<file path="config.mk">
export PLATFORM = sky130hd
export DESIGN_NAME = svt_front
export DESIGN_NICKNAME = d
export VERILOG_FILES = /design/src/sv/svt_pkg.sv /design/src/sv/svt_front.sv
export SDC_FILE = /design/constraint.sdc
export NUM_CORES = 2
export LEC_CHECK = 0
export BUFFER_PORTS_ARGS = -buffer_cell sky130_fd_sc_hd__buf_2
export CORE_MARGIN = 10
export CORE_UTILIZATION = 30
export DETAILED_ROUTE_END_ITERATION = 10
export GPL_ROUTABILITY_DRIVEN = 0
export MAX_ROUTING_LAYER = met4
export PLACE_DENSITY_LB_ADDON = 0.25
export SKIP_LAST_GASP = 1
export SYNTH_ARGS = -nofsm -noshare
export SYNTH_HDL_FRONTEND = slang
export SYNTH_SLANG_ARGS = --single-unit
</file>
<file path="constraint.sdc">
create_clock -name clock -period 7.8 [get_ports clock]
set_clock_uncertainty 0.2 [all_clocks]
set_input_delay 0 -clock clock [delete_from_list [all_inputs] [get_ports clock]]
set_output_delay 0 -clock clock [all_outputs]
set_load 0.02 [all_outputs]
</file>
<file path="src/sv/svt_pkg.sv">
`default_nettype none

package svt_pkg;

   localparam int ROT_W = 34;
   localparam int ATAN_COUNT = 24;

   localparam logic signed [ROT_W-1:0] CORDIC_GAIN = 34'sd652032874;

   localparam logic [31:0] ATAN_TURN [ATAN_COUNT] = '{
      32'h20000000, 32'h12E4051D, 32'h09FB385B, 32'h051111D4,
      32'h028B0D43, 32'h0145D7E1, 32'h00A2F61E, 32'h00517C55,
      32'h0028BE53, 32'h00145F2E, 32'h000A2F98, 32'h000517CC,
      32'h00028BE6, 32'h000145F3, 32'h0000A2F9, 32'h0000517C,
      32'h000028BE, 32'h0000145F, 32'h00000A2F, 32'h00000517,
      32'h0000028B, 32'h00000145, 32'h000000A2, 32'h00000051
   };

   typedef struct packed {
      logic                    flip;
      logic signed [ROT_W-1:0] x;
      logic signed [ROT_W-1:0] y;
      logic signed [ROT_W-1:0] z;
   } rotor_type;

endpackage

`default_nettype wire

</file>
<file path="src/sv/svt_front.sv">
`default_nettype none

module svt_front #(
   parameter int COORD_BITS = 20,
   parameter int ANGLE_BITS = 16
) (
   input  logic                               clock,
   input  logic                               reset,
   input  logic                               enable,
   input  logic                               src_valid,
   input  logic signed [COORD_BITS-1:0]       observer_x,
   input  logic signed [COORD_BITS-1:0]       observer_z,
   input  logic signed [COORD_BITS-1:0]       target_x,
   input  logic signed [COORD_BITS-1:0]       target_z,
   input  logic [ANGLE_BITS-1:0]              heading,
   input  logic [ANGLE_BITS-1:0]              view_angle,
   input  logic [COORD_BITS-2:0]              range_radius,
   output logic                               dst_valid,
   output svt_pkg::rotor_type                 dst_rotor_l,
   output svt_pkg::rotor_type                 dst_rotor_r,
   output logic                               dst_in_range,
   output logic [2*COORD_BITS+1:0]            dst_dist,
   output logic signed [COORD_BITS:0]         dst_vx,
   output logic signed [COORD_BITS:0]         dst_vz
);

   localparam int VW     = COORD_BITS + 1;
   localparam int SQ_W   = 2 * COORD_BITS;
   localparam int SUM_W  = 2 * COORD_BITS + 1;
   localparam int DIST_W = 2 * COORD_BITS + 2;
   localparam int RSQ_W  = 2 * COORD_BITS - 2;
   localparam int RW     = svt_pkg::ROT_W;

   function automatic svt_pkg::rotor_type rotor_init(input logic [ANGLE_BITS-1:0] ang);
      logic [31:0]        t;
      svt_pkg::rotor_type r;
      t      = {ang, {(32-ANGLE_BITS){1'b0}}};
      r.flip = t[31] ^ t[30];
      r.x    = svt_pkg::CORDIC_GAIN;
      r.y    = '0;
      r.z    = {{(RW-31){t[30]}}, t[30:0]};
      return r;
   endfunction

   // stage 1: difference vector and edge angles
   logic                    v1_ff;
   logic signed [VW-1:0]    vx1_ff, vz1_ff, vx1_in, vz1_in;
   logic [ANGLE_BITS-1:0]   left1_ff, right1_ff, left1_in, right1_in, half;
   logic [COORD_BITS-2:0]   radius1_ff;

   always_comb begin
      vx1_in    = $signed({target_x[COORD_BITS-1], target_x})
                - $signed({observer_x[COORD_BITS-1], observer_x});
      vz1_in    = $signed({target_z[COORD_BITS-1], target_z})
                - $signed({observer_z[COORD_BITS-1], observer_z});
      half      = view_angle >> 1;
      left1_in  = heading + half;
      right1_in = heading - half;
   end

   always_ff @(posedge clock) begin
      if (reset) begin
         v1_ff <= 1'b0;
      end else if (enable) begin
         v1_ff <= src_valid;
      end
      if (enable) begin
         vx1_ff     <= vx1_in;
         vz1_ff     <= vz1_in;
         left1_ff   <= left1_in;
         right1_ff  <= right1_in;
         radius1_ff <= range_radius;
      end
   end

   // stage 2: squares and rotor setup
   logic                    v2_ff;
   logic signed [2*VW-1:0]  sqx_full, sqz_full;
   logic [SQ_W-1:0]         sx2_ff, sz2_ff;
   logic [RSQ_W-1:0]        rsq2_ff, rsq2_in;
   logic signed [VW-1:0]    vx2_ff, vz2_ff;
   svt_pkg::rotor_type      rl2_ff, rr2_ff, rl2_in, rr2_in;

   always_comb begin
      sqx_full = vx1_ff * vx1_ff;
      sqz_full = vz1_ff * vz1_ff;
      rsq2_in  = radius1_ff * radius1_ff;
      rl2_in   = rotor_init(left1_ff);
      rr2_in   = rotor_init(right1_ff);
   end

   always_ff @(posedge clock) begin
      if (reset) begin
         v2_ff <= 1'b0;
      end else if (enable) begin
         v2_ff <= v1_ff;
      end
      if (enable) begin
         sx2_ff  <= sqx_full[SQ_W-1:0];
         sz2_ff  <= sqz_full[SQ_W-1:0];
         rsq2_ff <= rsq2_in;
         vx2_ff  <= vx1_ff;
         vz2_ff  <= vz1_ff;
         rl2_ff  <= rl2_in;
         rr2_ff  <= rr2_in;
      end
   end

   // stage 3: distance sum and range check
   logic                    v3_ff, in_range3_ff, in_range3_in;
   logic [SUM_W-1:0]        sum3;
   logic [DIST_W-1:0]       dist3_ff, dist3_in;
   logic signed [VW-1:0]    vx3_ff, vz3_ff;
   svt_pkg::rotor_type      rl3_ff, rr3_ff;

   assign sum3 = {1'b0, sx2_ff} + {1'b0, sz2_ff};

   generate
      if (SUM_W > 64) begin : g_sat
         assign dist3_in = (|sum3[SUM_W-1:64]) ? {{(DIST_W-64){1'b0}}, {64{1'b1}}}
                                               : {1'b0, sum3};
      end else begin : g_nosat
         assign dist3_in = {1'b0, sum3};
      end
   endgenerate

   assign in_range3_in = dist3_in < {{(DIST_W-RSQ_W){1'b0}}, rsq2_ff};

   always_ff @(posedge clock) begin
      if (reset) begin
         v3_ff <= 1'b0;
      end else if (enable) begin
         v3_ff <= v2_ff;
      end
      if (enable) begin
         in_range3_ff <= in_range3_in;
         dist3_ff     <= dist3_in;
         vx3_ff       <= vx2_ff;
         vz3_ff       <= vz2_ff;
         rl3_ff       <= rl2_ff;
         rr3_ff       <= rr2_ff;
      end
   end

   assign dst_valid    = v3_ff;
   assign dst_rotor_l  = rl3_ff;
   assign dst_rotor_r  = rr3_ff;
   assign dst_in_range = in_range3_ff;
   assign dst_dist     = dist3_ff;
   assign dst_vx       = vx3_ff;
   assign dst_vz       = vz3_ff;

endmodule

`default_nettype wire

</file>
## Word level (Yosys, flattened, before mapping)

Cells that the tools add are included.

- $add $sub $neg: 5
- Bitwise gates (word level): 2
- Multipliers: 3
- Order comparisons: 1

Operator list:

| kind | number |
|---|---|
| 21-bit by 21-bit multiplier with 40-bit output | 2 |
| 20-bit by 20-bit subtractor with 21-bit output | 2 |
| 40-bit by 40-bit adder with 41-bit output | 1 |
| 41-bit by 38-bit less-than comparator with 1-bit output | 1 |
| 19-bit by 19-bit multiplier with 38-bit output | 1 |
| 16-bit by 15-bit adder with 16-bit output | 1 |
| 16-bit by 15-bit subtractor with 16-bit output | 1 |
| 1-bit XOR | 2 |

- Bits in registers: 404
- Word-level logic and storage cells: 36
- Output and inout bits: 292
- Input bits: 135

## Logic depth before layout (Yosys ltp)

- Depth in word-level cells: 2
- Gate-level depth with buffers: 28

## Least setup slack after synthesis

No wires, ideal clock.

- Path kind: flip-flop to flip-flop
- From: reg vz1_ff[20]
- To: reg sz2_ff[39], data pin
- Cell stages (with the launch flop): 26
- Buffers on the path: 3
- Path slack: 0.219 ns
- Arrival: 7.121 ns
- Setup time: 0.260 ns
- Data required time: 7.340 ns
- Path through: edfxtp_1 > clkbuf_1 > inv_1 > clkbuf_1 > buf_1 > nor2_1 > fa_1 > fa_1 > fa_1 > fa_1 > fa_1 > fa_1 > inv_1 > fa_1 > inv_1 > ha_1 > and4_1 > a41o_1 > a21oi_1 > o21ai_0 > or2_2 > o221ai_2 > a21oi_2 > a211o_1 > a21oi_1 > xnor2_1

- Word-level cells in the longest chain between the ends: 1

RTL lines:

| what | line | text |
|---|---|---|
| from (decl) | svt_front.sv:47 | `logic signed [VW-1:0] vx1_ff, vz1_ff, vx1_in, vz1_in;` |
| from (signal assigned) | svt_front.sv:69 | `vz1_ff <= vz1_in;` |
| 21-bit by 21-bit multiplier with 40-bit output | svt_front.sv:86 | `sqz_full = vz1_ff * vz1_ff;` |
| named net sqz_full[39] | svt_front.sv:78 | `logic signed [2*VW-1:0] sqx_full, sqz_full;` |
| to (signal assigned) | svt_front.sv:100 | `sz2_ff <= sqz_full[SQ_W-1:0];` |
| to (decl) | svt_front.sv:79 | `logic [SQ_W-1:0] sx2_ff, sz2_ff;` |

The timed path passes the listed nets, and every way through them passes these cells.
A chain may end at the register's enable or synchronous reset.

## Worst setup path after layout

- From: reg vx1_ff[3]
- To: reg sx2_ff[36], data pin

- Word-level cells in the longest chain between the ends: 1

RTL lines:

| what | line | text |
|---|---|---|
| from (decl) | svt_front.sv:47 |  |
| from (signal assigned) | svt_front.sv:68 | `vx1_ff <= vx1_in;` |
| 21-bit by 21-bit multiplier with 40-bit output | svt_front.sv:85 | `sqx_full = vx1_ff * vx1_ff;` |
| named net sqx_full[36] | svt_front.sv:78 |  |
| to (signal assigned) | svt_front.sv:99 | `sx2_ff <= sqx_full[SQ_W-1:0];` |
| to (decl) | svt_front.sv:79 |  |

The timed path passes the listed nets, and every way through them passes these cells.

==> flow_summary_export.csv <==
group,metric,value,unit
status,outcome,"finished clean",
logic_synthesis,synth_async_sr_flop_share,0,
route,drt-wirelength-per-cell,16.2,µm
worst_setup_path,cp_max_fo,4,
worst_setup_path,end_kind,"flip-flop",
placement,place_inst,8443,
min_path,holdPathStages,5,
clocking,cts_sinks,396,
final_layout,fillCellCount,19400,
floorplan,pin_count,427,
timing,period_share,0.968,
clocking,cts_tree,"done",
logic_synthesis,synthMostInstantiatedCell,"inv_1",
worst_setup_path,path_buf_inv,9,
clocking,htreeDepth,2,
timing,timing.slew.headroom,0.384,
logic_synthesis,ys_dominant_reg_cell,"edfxtp_1",
timing,worst_pin_slew,912,ps
logic_synthesis,avgSynthCellArea,10.3,µm²
logic_synthesis,yosysSeqAreaShare,0.207,
placement,io_buffers,256,
logic_synthesis,synth_mux_area_frac,0.00148,
floorplan,dieArea,0.209,mm²
logic_synthesis,netlist.area_leader.share,0.368,
final_layout,multi_input_area,0.0387,mm²
logic_synthesis,synth_edf_count,393,
worst_setup_path,rrSetupSlack,250,ps
floorplan,die_x,457,µm
logic_synthesis,synthAdderAreaFrac,0.479,
timing,drv_slew,0,
timing,min_period,7550,ps
logic_synthesis,synth-seq-cells,396,
clocking,cts_root_buf,"clkbuf_16",
worst_setup_path,max_stage_delay,560,ps
timing,max_freq,0.132,GHz
grt,grt_max_degree,144,
final_layout,stdcell_area,0.0670,mm²
final_layout,drive_gt1_frac,0.102,
placement,place_area,0.0624,mm²
worst_setup_path,cp_common_cell,"fa_1",
route,drt_pass1_iterations,5,
final_layout,layout.nets,7973,
route,vias_per_cell,4.30,
worst_setup_path,worstSetupPathType,"flip-flop to flip-flop",
grt,grt.total_usage,0.143,
worst_setup_path,worstPathArrival,7800,ps
clocking,cts_buffers,53,
logic_synthesis,synth_top_family_by_area,"adder cells",
route,drc,0,
floorplan,die_y,457,µm
worst_setup_path,rr_startpoint,"vx1_ff[3]",
job,max_cap_viol_count,0,
floorplan,initial_core_util,0.302,
route,drt_iter0_drc,1648,
timing,finalHoldViolations,0,
worst_setup_path,crit_required,8050,ps
grt,overflow,0,
clocking,clock_latency,700,ps
logic_synthesis,synth_warnings,0,
worst_setup_path,path_delay_family,"adder cells",
logic_synthesis,ys_top_cells_by_count,"inv_1, fa_1, ha_1, nand2_1, edfxtp_1",
grt,grt_first_pass_wirelength,231000,µm
floorplan,rows,160,
logic_synthesis,synth_top_area_cell,"fa_1",
logic_synthesis,yosys.area_share.simple,0.0869,
logic_synthesis,synthXorXnorAreaFrac,0.0380,
min_path,min_to,"vz1_ff[0]",
clocking,clk_path_buf_depth,3,
worst_setup_path,start_kind,"flip-flop",
final_layout,finalNonFillerCells,8836,
route,postRouteAntennaNets,0,
clocking,clk_pin_slew_worst_paths,60,ps
logic_synthesis,synthesis.area,0.0574,mm²
floorplan,fp.coreArea,0.190,mm²
timing,setup_violations,0,
logic_synthesis,synth_cells,5578,
final_layout,seqCellArea,0.0119,mm²
worst_setup_path,r2r_end,"sx2_ff[36]",
logic_synthesis,synth.distinct_cells,83,
worst_setup_path,reg2reg_depth,28,
grt,first_global_vias,42600,
final_layout,syn_to_final_growth,16.8,%
final_layout,utilization,0.353,
logic_synthesis,synth_top_cells_by_area,"fa_1, edfxtp_1, ha_1",
timing,rsz0062_at_grt,"yes",
grt,antenna_found_initial,8,
min_path,min_from,"target_z[0]",
worst_setup_path,cp_slowest_cell,"fa_1",
min_path,hp-class,"input pin to flip-flop",
placement,dp_hpwl,119000,µm
logic_synthesis,synth_compound_area_frac,0.0583,
route,wl,143000,µm
timing,hold_ws,97.1,ps
route,num_vias,38000,
-- worst reg2reg max path, delay by kind of cell, from the launching register on --
family / cells / cell delay, ps
compound gates: 6 / 1370
xor+xnor: 1 / 80
fa+ha+maj: 8 / 3720
buf+inv: 9 / 800
flops: 1 / 510
simple gates: 4 / 620
-- per-layer routing --
metal	track usage	up-vias	share of wire
met5	-	-	0
li1	-	18100	-
met4	0.0365	0	0.026
met3	0.0205	160	0.036
met2	0.256	538	0.52
met1	0.168	19300	0.42
-- placed cells by master, fill, tap and decap left out, drive strengths merged, types with 6 or more instances in the layout --
master       count
o21bai          23
conb           169
buf            515
inv           1528
fa            1054
a21oi          152
nand3           30
o21a            30
clkbuf          64
o211ai          11
nand2          407
o21ai           73
xor2            73
a211oi          19
a2111oi          7
nand4           13
o31ai            7
ha             509
a21o            82
xnor2          176
nand2b          25
clkinvlp         6
nor2           214
or2              8
and3            21
and2           211
o2111ai          6
a21boi           6
a31o            11
or3             16
nor2b           43
nor3            46
edfxtp         393
a31oi           14
clkinv          17
dlygate4sd3    251
-- state kept, by name (all words and copies together), names as in the netlist --
signal and flops:
sx2_ff 39, dst_in_range 1, sz2_ff 39, v1_ff 1, dst_vx 21, right1_ff 15, vx1_ff 21, dst_rotor_l 15
dst_dist 41, radius1_ff 19, rl2_ff 15, dst_valid 1, vx2_ff 20, rsq2_ff 37, dst_rotor_r 16, v2_ff 1
left1_ff 16, vz2_ff 20, vz1_ff 21, rr2_ff 16, dst_vz 21
-- area by class of cell --
| cell class | instances | area share |
|---|---|---|
| repair buffers | 766 | 0.0870 |
| clock inverters | 36 | 0.00608 |
| multi-input cells | 3538 | 0.577 |
| inverters | 1520 | 0.0851 |
| well taps | 2511 | 0.0469 |
| clock buffers | 64 | 0.0204 |
| diodes | 5 | 0.000187 |
| flip-flops and latches | 396 | 0.177 |
-- cell families after synthesis --
family,count (synthesis)
AO/OA/AOI/OAI,494
XOR/XNOR,249
adder cells (fa/ha/maj),1563
buffers and inverters,1811
flip-flops,396
multiplexers,8
other,2
AND/OR/NAND/NOR,1055
-- metrics by stage --
| step | setup WS (ps) | setup TNS (ps) |
|---|---|---|
| final | 248 | 0 |
| after global routing | -29.9 | -39.2 |
| after CTS | 148 | 0 |
| after detailed placement | 3.95 | 0 |
| after global placement | 37.8 | 0 |
| after floorplan | 219 | 0 |
-- worst max-delay path by stage --
stage / start / endpoint / cells after the start
3_5_place_dp: vx1_ff[7] / sx2_ff[36] / 25
4_1_cts: vx1_ff[7] / sx2_ff[36] / 25
5_1_grt: vz1_ff[10] / sz2_ff[38] / 26
3_3_place_gp: vx1_ff[7] / sx2_ff[36] / 25
2_1_floorplan: vz1_ff[20] / sz2_ff[39] / 25
6_report: vx1_ff[3] / sx2_ff[36] / 28
-- timing repair --
action | in CTS | in global routing
endpoints found under the setup margin | 2 | 11
pin swaps | 0 | 3
hold buffers | 251 | 0
gates cloned | 0 | 0
gates resized for setup | 1 | 7
endpoints found under the hold margin | 178 | 0
setup buffers | 0 | 37
Power is left out: the tool's default activity adds up to more than one toggle a clock period on the data nets, which glitch-free logic cannot reach.
